$ cat src/lsas_pkg.sv
package lsas_pkg;

   // Widths fixed by the item fields and by the largest array (eight sensors)
   localparam int MAX_SENSORS = 8;
   localparam int RD_W        = 10;   // one reading
   localparam int TOT_W       = 13;   // sum of up to eight readings
   localparam int WS_W        = 16;   // one side of the weighted sum, also (N-1)*total
   localparam int POS_W       = 14;   // signed Q12 position
   localparam int DIV_BITS    = 13;   // quotient bits, magnitude 0..4096
   localparam int MEAN_SHIFT  = 17;   // reciprocal scale for the mean

   localparam logic [RD_W-1:0] THRESHOLD_RESET = 10'd100;

   typedef struct packed {
      logic [RD_W-1:0]  peak_level;
      logic [TOT_W-1:0] total;
      logic [WS_W-1:0]  wsum_left;
      logic [WS_W-1:0]  wsum_right;
      logic             found;
   } lsas_work_type;

endpackage

$ cat src/lsas_ifs.sv
interface lsas_req_if;
   import lsas_pkg::*;

   logic            valid;
   logic            ready;
   logic [RD_W-1:0] reading_0;
   logic [RD_W-1:0] reading_1;
   logic [RD_W-1:0] reading_2;
   logic [RD_W-1:0] reading_3;
   logic [RD_W-1:0] reading_4;
   logic [RD_W-1:0] reading_5;
   logic [RD_W-1:0] reading_6;
   logic [RD_W-1:0] reading_7;

   modport source (
      output valid, reading_0, reading_1, reading_2, reading_3,
             reading_4, reading_5, reading_6, reading_7,
      input  ready
   );
   modport sink (
      input  valid, reading_0, reading_1, reading_2, reading_3,
             reading_4, reading_5, reading_6, reading_7,
      output ready
   );
endinterface

interface lsas_rsp_if;
   import lsas_pkg::*;

   logic                    valid;
   logic                    ready;
   logic [RD_W-1:0]         max_level;
   logic [RD_W-1:0]         mean_level;
   logic signed [POS_W-1:0] line_position;
   logic                    position_valid;
   logic                    line_found;

   modport source (
      output valid, max_level, mean_level, line_position, position_valid, line_found,
      input  ready
   );
   modport sink (
      input  valid, max_level, mean_level, line_position, position_valid, line_found,
      output ready
   );
endinterface

$ cat src/lsas_front.sv
module lsas_front #(
   parameter int NUM_SENSORS = 8
) (
   input  logic                      clock,
   input  logic                      reset,
   lsas_req_if.sink                  req_chan,
   input  logic                      csr_wr_en,
   input  logic [lsas_pkg::RD_W-1:0] csr_wr_data,
   output lsas_pkg::lsas_work_type   word_out,
   output logic                      word_valid,
   input  logic                      word_ready
);
   import lsas_pkg::*;

   logic [RD_W-1:0]        threshold_ff, threshold_in;
   logic [RD_W-1:0]        rd [MAX_SENSORS];
   logic [MAX_SENSORS-1:0] above;
   logic                   pre_seen, bad;

   // hold the threshold until a write
   always_comb begin
      threshold_in = csr_wr_en ? csr_wr_data : threshold_ff;
   end

   always_ff @(posedge clock) begin
      if (reset) begin
         threshold_ff <= THRESHOLD_RESET;
      end else begin
         threshold_ff <= threshold_in;
      end
   end

   assign rd[0] = req_chan.reading_0;
   assign rd[1] = req_chan.reading_1;
   assign rd[2] = req_chan.reading_2;
   assign rd[3] = req_chan.reading_3;
   assign rd[4] = req_chan.reading_4;
   assign rd[5] = req_chan.reading_5;
   assign rd[6] = req_chan.reading_6;
   assign rd[7] = req_chan.reading_7;

   // classify: peak, total, one-sided weighted sums, threshold pattern
   always_comb begin
      int w;
      word_out = '0;
      above    = '0;
      w        = 0;
      for (int i = 0; i < MAX_SENSORS; i++) begin
         if (i < NUM_SENSORS) begin
            w = 2 * i - (NUM_SENSORS - 1);
            if (rd[i] > word_out.peak_level) begin
               word_out.peak_level = rd[i];
            end
            word_out.total = word_out.total + TOT_W'(rd[i]);
            if (w < 0) begin
               word_out.wsum_left = word_out.wsum_left + WS_W'(rd[i]) * WS_W'(-w);
            end else begin
               word_out.wsum_right = word_out.wsum_right + WS_W'(rd[i]) * WS_W'(w);
            end
            above[i] = rd[i] > threshold_ff;
         end
      end
      // flag a sensor above threshold that sits two or more past an earlier one
      pre_seen = 1'b0;
      bad      = 1'b0;
      for (int j = 2; j < MAX_SENSORS; j++) begin
         pre_seen = pre_seen | above[j-2];
         bad      = bad | (above[j] & pre_seen);
      end
      word_out.found = (|above) & ~bad;
   end

   assign word_valid     = req_chan.valid;
   assign req_chan.ready = word_ready;

endmodule

$ cat src/lsas_fifo.sv
module lsas_fifo #(
   parameter int DEPTH = 4
) (
   input  logic                    clock,
   input  logic                    reset,
   input  logic                    push_valid,
   output logic                    push_ready,
   input  lsas_pkg::lsas_work_type push_word,
   output logic                    pop_valid,
   input  logic                    pop_ready,
   output lsas_pkg::lsas_work_type pop_word
);
   import lsas_pkg::*;

   localparam int AW = (DEPTH > 1) ? $clog2(DEPTH) : 1;
   localparam int CW = $clog2(DEPTH + 1);

   lsas_work_type  mem_ff [DEPTH];
   logic [AW-1:0]  wr_ptr_ff, wr_ptr_in;
   logic [AW-1:0]  rd_ptr_ff, rd_ptr_in;
   logic [CW-1:0]  count_ff, count_in;
   logic           do_push, do_pop;

   assign push_ready = count_ff != CW'(DEPTH);
   assign pop_valid  = count_ff != '0;
   assign pop_word   = mem_ff[rd_ptr_ff];
   assign do_push    = push_valid & push_ready;
   assign do_pop     = pop_valid & pop_ready;

   always_comb begin
      wr_ptr_in = wr_ptr_ff;
      rd_ptr_in = rd_ptr_ff;
      count_in  = count_ff;
      if (do_push) begin
         wr_ptr_in = (wr_ptr_ff == AW'(DEPTH - 1)) ? '0 : wr_ptr_ff + 1'b1;
      end
      if (do_pop) begin
         rd_ptr_in = (rd_ptr_ff == AW'(DEPTH - 1)) ? '0 : rd_ptr_ff + 1'b1;
      end
      if (do_push && !do_pop) begin
         count_in = count_ff + 1'b1;
      end else if (do_pop && !do_push) begin
         count_in = count_ff - 1'b1;
      end
   end

   always_ff @(posedge clock) begin
      if (reset) begin
         wr_ptr_ff <= '0;
         rd_ptr_ff <= '0;
         count_ff  <= '0;
      end else begin
         wr_ptr_ff <= wr_ptr_in;
         rd_ptr_ff <= rd_ptr_in;
         count_ff  <= count_in;
      end
   end

   always_ff @(posedge clock) begin
      if (do_push) begin
         mem_ff[wr_ptr_ff] <= push_word;
      end
   end

endmodule

$ cat src/lsas_back.sv
module lsas_back #(
   parameter int NUM_SENSORS = 8
) (
   input  logic                    clock,
   input  logic                    reset,
   input  lsas_pkg::lsas_work_type word_in,
   input  logic                    word_valid,
   output logic                    word_ready,
   lsas_rsp_if.source              rsp_chan
);
   import lsas_pkg::*;

   localparam int PROD_W   = TOT_W + MEAN_SHIFT;
   localparam int MEAN_MUL = ((1 << MEAN_SHIFT) + NUM_SENSORS - 1) / NUM_SENSORS;
   localparam int LAST     = DIV_BITS;

   // stage 0 prepares, stages 1..DIV_BITS each settle one quotient bit
   logic                vld_ff [0:LAST];
   logic                vld_in [0:LAST];
   logic [WS_W-1:0]     den_ff [0:LAST-1];
   logic [WS_W-1:0]     den_in [0:LAST-1];
   logic [WS_W-1:0]     rem_ff [0:LAST-1];
   logic [WS_W-1:0]     rem_in [0:LAST-1];
   logic [DIV_BITS-1:0] quot_ff [1:LAST];
   logic [DIV_BITS-1:0] quot_in [1:LAST];
   logic [RD_W-1:0]     peak_ff [0:LAST];
   logic [RD_W-1:0]     peak_in [0:LAST];
   logic [RD_W-1:0]     mean_ff [1:LAST];
   logic [RD_W-1:0]     mean_in [1:LAST];
   logic                neg_ff [0:LAST];
   logic                neg_in [0:LAST];
   logic                pvld_ff [0:LAST];
   logic                pvld_in [0:LAST];
   logic                fnd_ff [0:LAST];
   logic                fnd_in [0:LAST];
   logic [PROD_W-1:0]   prod_ff, prod_in;

   logic                    out_vld_ff, out_vld_in;
   logic [RD_W-1:0]         out_max_ff, out_max_in;
   logic [RD_W-1:0]         out_mean_ff, out_mean_in;
   logic signed [POS_W-1:0] out_pos_ff, out_pos_in;
   logic                    out_pvld_ff, out_pvld_in;
   logic                    out_fnd_ff, out_fnd_in;

   logic                    advance;
   logic [WS_W:0]           src [1:LAST];
   logic                    qbit [1:LAST];
   logic [POS_W-1:0]        mag;

   // the whole pipe moves when the output register is free or being taken
   assign advance    = ~out_vld_ff | rsp_chan.ready;
   assign word_ready = advance;

   always_comb begin
      // stage 0: sign and magnitude of the weighted sum, divisor, mean product
      vld_in[0]  = word_valid;
      peak_in[0] = word_in.peak_level;
      fnd_in[0]  = word_in.found;
      pvld_in[0] = word_in.total != '0;
      neg_in[0]  = word_in.wsum_left > word_in.wsum_right;
      rem_in[0]  = neg_in[0] ? word_in.wsum_left - word_in.wsum_right
                             : word_in.wsum_right - word_in.wsum_left;
      den_in[0]  = WS_W'(word_in.total) * WS_W'(NUM_SENSORS - 1);
      prod_in    = PROD_W'(word_in.total) * PROD_W'(MEAN_MUL);

      for (int s = 1; s <= LAST; s++) begin
         src[s]  = (s == 1) ? {1'b0, rem_ff[0]} : {rem_ff[s-1], 1'b0};
         qbit[s] = src[s] >= {1'b0, den_ff[s-1]};
         if (s < LAST) begin
            rem_in[s] = qbit[s] ? WS_W'(src[s] - {1'b0, den_ff[s-1]}) : WS_W'(src[s]);
            den_in[s] = den_ff[s-1];
         end
         vld_in[s]  = vld_ff[s-1];
         peak_in[s] = peak_ff[s-1];
         neg_in[s]  = neg_ff[s-1];
         pvld_in[s] = pvld_ff[s-1];
         fnd_in[s]  = fnd_ff[s-1];
      end

      // first quotient bit and the mean enter at stage 1, then shift along
      quot_in[1] = DIV_BITS'(qbit[1]);
      mean_in[1] = prod_ff[MEAN_SHIFT +: RD_W];
      for (int s = 2; s <= LAST; s++) begin
         quot_in[s] = {quot_ff[s-1][DIV_BITS-2:0], qbit[s]};
         mean_in[s] = mean_ff[s-1];
      end

      // output stage: apply sign, force zero on an empty snapshot
      mag         = POS_W'(quot_ff[LAST]);
      out_vld_in  = vld_ff[LAST];
      out_max_in  = peak_ff[LAST];
      out_mean_in = mean_ff[LAST];
      out_pvld_in = pvld_ff[LAST];
      out_fnd_in  = fnd_ff[LAST];
      if (!pvld_ff[LAST]) begin
         out_pos_in = '0;
      end else if (neg_ff[LAST]) begin
         out_pos_in = -$signed(mag);
      end else begin
         out_pos_in = $signed(mag);
      end
   end

   always_ff @(posedge clock) begin
      if (reset) begin
         for (int s = 0; s <= LAST; s++) begin
            vld_ff[s] <= 1'b0;
         end
         out_vld_ff <= 1'b0;
      end else if (advance) begin
         for (int s = 0; s <= LAST; s++) begin
            vld_ff[s] <= vld_in[s];
         end
         out_vld_ff <= out_vld_in;
      end
   end

   always_ff @(posedge clock) begin
      if (advance) begin
         for (int s = 0; s <= LAST; s++) begin
            peak_ff[s] <= peak_in[s];
            neg_ff[s]  <= neg_in[s];
            pvld_ff[s] <= pvld_in[s];
            fnd_ff[s]  <= fnd_in[s];
         end
         for (int s = 0; s < LAST; s++) begin
            rem_ff[s] <= rem_in[s];
            den_ff[s] <= den_in[s];
         end
         for (int s = 1; s <= LAST; s++) begin
            quot_ff[s] <= quot_in[s];
            mean_ff[s] <= mean_in[s];
         end
         prod_ff     <= prod_in;
         out_max_ff  <= out_max_in;
         out_mean_ff <= out_mean_in;
         out_pos_ff  <= out_pos_in;
         out_pvld_ff <= out_pvld_in;
         out_fnd_ff  <= out_fnd_in;
      end
   end

   assign rsp_chan.valid          = out_vld_ff;
   assign rsp_chan.max_level      = out_max_ff;
   assign rsp_chan.mean_level     = out_mean_ff;
   assign rsp_chan.line_position  = out_pos_ff;
   assign rsp_chan.position_valid = out_pvld_ff;
   assign rsp_chan.line_found     = out_fnd_ff;

endmodule

$ cat src/line_sensor_array_summary_top.sv
// Channel   Dir  Handshake          Word
// req_chan  in   valid/ready        reading_0 .. reading_7, 10 bits each
// rsp_chan  out  valid/ready        max_level, mean_level, line_position,
//                                   position_valid, line_found
// csr_*     in   csr_wr_en strobe   csr_wr_data = line_threshold
//
// One word per cycle in and out when nothing stalls; a word passes the queue write,
// one prepare stage, 13 restoring-divide stages and the output register.
// The divide pipeline, one quotient bit per stage, sets the latency.
// Reset is synchronous: threshold returns to 100, queue and pipe empty.
// A stalled rsp_chan freezes the back pipe; the queue absorbs four words
// before req_chan.ready drops.
module line_sensor_array_summary_top #(
   parameter int NUM_SENSORS = 8,
   parameter int QUEUE_DEPTH = 4
) (
   input  logic                      clock,
   input  logic                      reset,
   lsas_req_if.sink                  req_chan,
   lsas_rsp_if.source                rsp_chan,
   input  logic                      csr_wr_en,
   input  logic [lsas_pkg::RD_W-1:0] csr_wr_data
);
   import lsas_pkg::*;

   // front to queue
   lsas_work_type front_word;
   logic          front_valid;
   logic          front_ready;

   // queue to back
   lsas_work_type back_word;
   logic          back_valid;
   logic          back_ready;

   // accept and classify each snapshot combinationally
   lsas_front #(
      .NUM_SENSORS (NUM_SENSORS)
   ) u_front (
      .clock       (clock),
      .reset       (reset),
      .req_chan    (req_chan),
      .csr_wr_en   (csr_wr_en),
      .csr_wr_data (csr_wr_data),
      .word_out    (front_word),
      .word_valid  (front_valid),
      .word_ready  (front_ready)
   );

   // decouple the front from back-pressure on the result side
   lsas_fifo #(
      .DEPTH (QUEUE_DEPTH)
   ) u_queue (
      .clock      (clock),
      .reset      (reset),
      .push_valid (front_valid),
      .push_ready (front_ready),
      .push_word  (front_word),
      .pop_valid  (back_valid),
      .pop_ready  (back_ready),
      .pop_word   (back_word)
   );

   // divide for the centroid, scale for the mean, drive the result word
   lsas_back #(
      .NUM_SENSORS (NUM_SENSORS)
   ) u_back (
      .clock      (clock),
      .reset      (reset),
      .word_in    (back_word),
      .word_valid (back_valid),
      .word_ready (back_ready),
      .rsp_chan   (rsp_chan)
   );

endmodule

$ cat src/flat_wrapper.sv
// flat-port wrapper written by rule: the top's interface ports become plain ports
module line_sensor_array_summary_top_flat import lsas_pkg::*;
#(
   parameter int NUM_SENSORS = 8,
   parameter int QUEUE_DEPTH = 4
)
  (clock, reset, csr_wr_en, csr_wr_data, req_chan_valid, req_chan_reading_0, req_chan_reading_1, req_chan_reading_2, req_chan_reading_3, req_chan_reading_4, req_chan_reading_5, req_chan_reading_6, req_chan_reading_7, req_chan_ready, rsp_chan_valid, rsp_chan_max_level, rsp_chan_mean_level, rsp_chan_line_position, rsp_chan_position_valid, rsp_chan_line_found, rsp_chan_ready);
  lsas_req_if req_chan_i ();
  lsas_rsp_if rsp_chan_i ();
  input  logic clock;
  input  logic reset;
  input  logic csr_wr_en;
  input  logic [lsas_pkg::RD_W-1:0] csr_wr_data;
  input wire logic [$bits(req_chan_i.valid)-1:0] req_chan_valid;
  input wire logic [$bits(req_chan_i.reading_0)-1:0] req_chan_reading_0;
  input wire logic [$bits(req_chan_i.reading_1)-1:0] req_chan_reading_1;
  input wire logic [$bits(req_chan_i.reading_2)-1:0] req_chan_reading_2;
  input wire logic [$bits(req_chan_i.reading_3)-1:0] req_chan_reading_3;
  input wire logic [$bits(req_chan_i.reading_4)-1:0] req_chan_reading_4;
  input wire logic [$bits(req_chan_i.reading_5)-1:0] req_chan_reading_5;
  input wire logic [$bits(req_chan_i.reading_6)-1:0] req_chan_reading_6;
  input wire logic [$bits(req_chan_i.reading_7)-1:0] req_chan_reading_7;
  output wire logic [$bits(req_chan_i.ready)-1:0] req_chan_ready;
  output wire logic [$bits(rsp_chan_i.valid)-1:0] rsp_chan_valid;
  output wire logic [$bits(rsp_chan_i.max_level)-1:0] rsp_chan_max_level;
  output wire logic [$bits(rsp_chan_i.mean_level)-1:0] rsp_chan_mean_level;
  output wire logic [$bits(rsp_chan_i.line_position)-1:0] rsp_chan_line_position;
  output wire logic [$bits(rsp_chan_i.position_valid)-1:0] rsp_chan_position_valid;
  output wire logic [$bits(rsp_chan_i.line_found)-1:0] rsp_chan_line_found;
  input wire logic [$bits(rsp_chan_i.ready)-1:0] rsp_chan_ready;
  assign req_chan_i.valid = req_chan_valid;
  assign req_chan_i.reading_0 = req_chan_reading_0;
  assign req_chan_i.reading_1 = req_chan_reading_1;
  assign req_chan_i.reading_2 = req_chan_reading_2;
  assign req_chan_i.reading_3 = req_chan_reading_3;
  assign req_chan_i.reading_4 = req_chan_reading_4;
  assign req_chan_i.reading_5 = req_chan_reading_5;
  assign req_chan_i.reading_6 = req_chan_reading_6;
  assign req_chan_i.reading_7 = req_chan_reading_7;
  assign req_chan_ready = req_chan_i.ready;
  assign rsp_chan_valid = rsp_chan_i.valid;
  assign rsp_chan_max_level = rsp_chan_i.max_level;
  assign rsp_chan_mean_level = rsp_chan_i.mean_level;
  assign rsp_chan_line_position = rsp_chan_i.line_position;
  assign rsp_chan_position_valid = rsp_chan_i.position_valid;
  assign rsp_chan_line_found = rsp_chan_i.line_found;
  assign rsp_chan_i.ready = rsp_chan_ready;
  line_sensor_array_summary_top #(.NUM_SENSORS(NUM_SENSORS), .QUEUE_DEPTH(QUEUE_DEPTH)) u_core (.clock(clock), .reset(reset), .req_chan(req_chan_i), .rsp_chan(rsp_chan_i), .csr_wr_en(csr_wr_en), .csr_wr_data(csr_wr_data));
endmodule
$ cat config.mk
export PLATFORM = sky130hd
export DESIGN_NAME = line_sensor_array_summary_top_flat
export DESIGN_NICKNAME = d
export VERILOG_FILES = /design/src/lsas_pkg.sv /design/src/lsas_ifs.sv /design/src/lsas_front.sv /design/src/lsas_fifo.sv /design/src/lsas_back.sv /design/src/line_sensor_array_summary_top.sv /design/src/flat_wrapper.sv
export SDC_FILE = /design/constraint.sdc
export NUM_CORES = 2
export LEC_CHECK = 0
export ABC_AREA = 1
export BUFFER_PORTS_ARGS = -buffer_cell sky130_fd_sc_hd__clkbuf_2
export CELL_PAD_IN_SITES_DETAIL_PLACEMENT = 2
export CELL_PAD_IN_SITES_GLOBAL_PLACEMENT = 2
export CORE_AREA = 2 2 367 369
export CTS_CLUSTER_DIAMETER = 80
export CTS_CLUSTER_SIZE = 20
export DETAILED_ROUTE_END_ITERATION = 7
export DIE_AREA = 0 0 369 371
export GPL_TIMING_DRIVEN = 1
export PLACE_DENSITY_LB_ADDON = 0.1
export SLEW_MARGIN = 5
export SYNTH_ARGS = -nofsm -noshare
export SYNTH_HDL_FRONTEND = slang
export SYNTH_SLANG_ARGS = --single-unit
$ cat constraint.sdc
create_clock -name clock -period 28.5 [get_ports clock]
set_clock_uncertainty 0.1 [all_clocks]
set_input_delay 4.275 -clock clock [delete_from_list [all_inputs] [get_ports clock]]
set_output_delay 4.275 -clock clock [all_outputs]
set_load 0.02 [all_outputs]
==> summary.md <==
| Metric | Value |
|---|---|
| Outcome | completed |
| Latest clock arrival within the worst-skew pair | around 0.7 ns |
| Die Span Y | around 370 um |
| EDFF count, synth | between 1000 and 1500 |
| Core area | between 100000 and 150000 um^2 |
| Total routed wirelength | approximately 170000 um |
| Die width | about 370 um |
| Wire per inst | 24.9 um |
| Initial antenna violation count | 1 |
| Critical Path Most Common Cell | nand2_1 |
| Setup repair after global routing missed its margin | no |
| Period utilization | 60.5% |
| Crit path DAT | between 15 and 20 ns |
| Longest Clk Path Bufs | 3 |
| Crit path largest cell delay | between 0.6 and 0.7 ns |
| Vias in the first global route | around 42000 |
| Layout cells sized above 1 | approximately 6.8% |
| Worst EP required | 28.78 ns |
| Gpl congestion | ~0.86 |
| CTS tree | done |
| Setup WS pre-CTS | between 10 and 15 ns |
| Final HPWL DP | 131000 um |
| Yosys top cell area share | 56.5% |
| Crit. path cell count | 87 |
| First-pass GRT wire length | 258000 um |
| Max Freq | approximately 58 MHz |
| Initial Utilization | between 40% and 50% |
| Max-Cap Viols | 0 |
| Yosys warns | 0 |
| Cells after Synth | 4845 |
| Hold Fails Final Rpt | 0 |
| FF-to-FF setup slack | between 20 and 25 ns |
| Total Die Area | 137000 um^2 |
| Setup crit start | req_chan_reading_0[4] |
| Syn_nets | roughly 5600 |
| DR iter-0 viols | about 2000 |
| Clock transition at path regs | roughly 0.08 ns |
| Leading area contributor after synthesis | edfxtp_1 |
| FP Rows | 134 |
| CP delay by family, top | simple AND/OR/NAND/NOR gates |
| Total negative slack | 0 ns |
| Worst setup slack after layout | 11.25 ns |
| Worst path bufs/invs | 14 |
| Worst rel slew slack | between 10% and 20% |
| Yosys reg bits | approximately 1100 |
| Num ports | between 100 and 150 |
| Cell area after synthesis | between 50000 and 60000 um^2 |
| Hold depth | 0 |
| Via density | about 5.4 |
| Max-slew violations | 0 |
| Num CTS Buffers | 75 |
| Min-delay src | u_core.u_back.neg_ff[1][4] |
| CTS H-tree depth | 3 |
| P&R area growth vs syn | 8.75% |
| Synth top area cells | edfxtp_1 57%, ha_1 10%, fa_1 6.9% |
| Worst slew pin tran | 1.24 ns |
| CP startpoint kind | input port |
| Remaining routing DRC violations | 0 |
| Detailed-route via count | 36900 |
| Post-cts sizing count | 0 |
| CTS sink count | approximately 1100 |
| GRT Residual Overflow | 0 |
| DRT antenna net count | 0 |
| # setup viols final | 0 |
| Worst min-delay path class | flop to flop |
| Sequential fraction of the synthesis area | a little under three fifths |
| CTS root buf | clkbuf_16 |
| Min Clock Period, post-route | between 15 and 20 ns |
| Post-Syn Area per Cell | between 10 and 15 um^2 |
| # nets final | roughly 5800 |
| Total GRT Usage | around 25% |
| Hold_buf cts | 0 |
| DRT Pass-1 Iters | 5 |
| CP max stage cell | nand3b_1 |
| R2r worst-path depth | 19 |
| Post-CTS Setup Bufs | 0 |
| Setup CP Type | input port to flop |
| Largest net degree at the start of global routing | about 190 |
| Crit. End Element | flop |
| Dominant synthesized flop cell | edfxtp_1 |
| Post-synth ARST share | 0% |
| CP Max Fanout | 20 |
| Synth cell types | 64 |
| Port Buf Inserts | ~130 |
-- cells in the final DEF (no fill, tap or decap), types with 37 or more instances in the layout --
master / instances
nor3_1: 37
inv_1: 664
clkbuf_16: 76
xnor2_1: 113
edfxtp_1: 1095
o21ai_0: 344
a21oi_1: 355
ha_1: 484
nor2_1: 186
nand2_1: 720
nand3_1: 136
xor2_1: 97
clkbuf_2: 132
o21bai_1: 37
a32oi_1: 44
fa_1: 199
-- per-layer routing --
metal	vias to the layer above	wire [um]	global-route usage (%)
li1	17100	-	-
met1	19000	68200	29.8
met2	557	91200	46.9
met3	220	5230	2.73
met4	0	4900	7.55
met5	-	0	0
-- path summary, 6_finish.rpt --
path | endpoint
setup reg to reg | u_core.u_back.rem_ff[0][9]
hold reg to reg | u_core.u_back.neg_ff[1][5]
hold / removal | u_core.u_back.neg_ff[1][5]
setup / recovery | u_core.u_queue.mem_ff[3][54]
-- kinds of logic (layout without fill, tap and decap cells) --
group | Yosys count | after routing | share of synthesized area, %
fa+ha+maj | 683 | 683 | 17.3
xor+xnor | 210 | 210 | 3.16
buf+inv | 763 | 951 | 4.99
compound gates | 877 | 877 | 8.48
other cells | 0 | 1 | 0
mux | 3 | 3 | 0.0516
flops | 1115 | 1115 | 57.2
simple gates | 1194 | 1194 | 8.81
-- sequential cells by signal, indices dropped and copies added (netlist names), 11 cells and up, named ones only --
name	cells
u_core.u_back.mean_ff	130
u_core.u_back.quot_ff	91
u_core.u_back.prod_ff	11
u_core.u_back.pvld_ff	14
u_core.u_back.neg_ff	14
u_core.u_back.den_ff	207
u_core.u_back.vld_ff	14
u_core.u_back.peak_ff	140
u_core.u_queue.mem_ff	216
u_core.u_back.fnd_ff	14
u_core.u_back.rem_ff	208
u_core.u_back.rsp_chan.line_position	14
-- worst register-to-register path: stages (launching register included) --
cell	delay, ns
dfxtp_4	0.48
inv_2	0.60
buf_4	0.75
nand2_1	0.21
a32oi_1	0.49
inv_1	0.10
ha_1	0.39
nand2_1	0.13
inv_1	0.06
a221o_1	0.32
inv_1	0.07
o21ai_0	0.10
a21oi_1	0.17
o31ai_1	0.08
nand2_1	0.55
clkinv_1	0.56
o21ai_0	0.44
nand3b_1	0.21
o211ai_1	0.12
xor2_1	0.33
-- layout make-up --
type | instances | area [um^2]
Antenna cell | 1 | 2.50
Clock buffer | 84 | 1930
Clock inverter | 35 | 392
Fill cell | 13300 | 69600
Inverter | 676 | 2540
Multi-Input combinational cell | 2967 | 22000
Sequential cell | 1115 | 33300
Tap cell | 1768 | 2210
Timing Repair Buffer | 156 | 866
-- Yosys cell counts (4+ instances only) --
library cell,instances
a21oi_1,355
ha_1,484
nand3_2,21
nor2_1,190
a21boi_0,4
a32oi_1,44
a221oi_1,6
buf_6,4
a31oi_1,10
nor2_4,4
o21bai_1,37
inv_1,665
nand4_1,25
buf_1,7
xnor2_1,113
a211oi_1,13
xor2_1,97
nor2_2,6
o21ai_0,344
nand3_1,136
o21a_1,5
and2_1,5
nor4_1,8
dfxtp_1,20
o22ai_1,12
edfxtp_1,1095
nand3b_1,5
nand2_2,21
a21o_1,6
a221o_1,11
inv_2,8
fa_1,199
o211ai_1,4
nor3_1,37
nand2_1,720
clkbuf_1,74
a2111oi_0,4
-- metrics by stage --
stage               cell area [um^2]  utilization, %  hold WS (ns)  std cells
floorplan                      58100               -         0.300       4845
global placement               60900            45.9         0.301       6682
detailed placement             60900            45.9         0.306       6682
CTS                            63200            47.6         0.312       6801
global route                   63200            47.6         0.314       6801
finish                         63200            47.6         0.313       6802
Power is left out: the tool's default activity adds up to more than one toggle a clock period on the data nets, which glitch-free logic cannot reach.
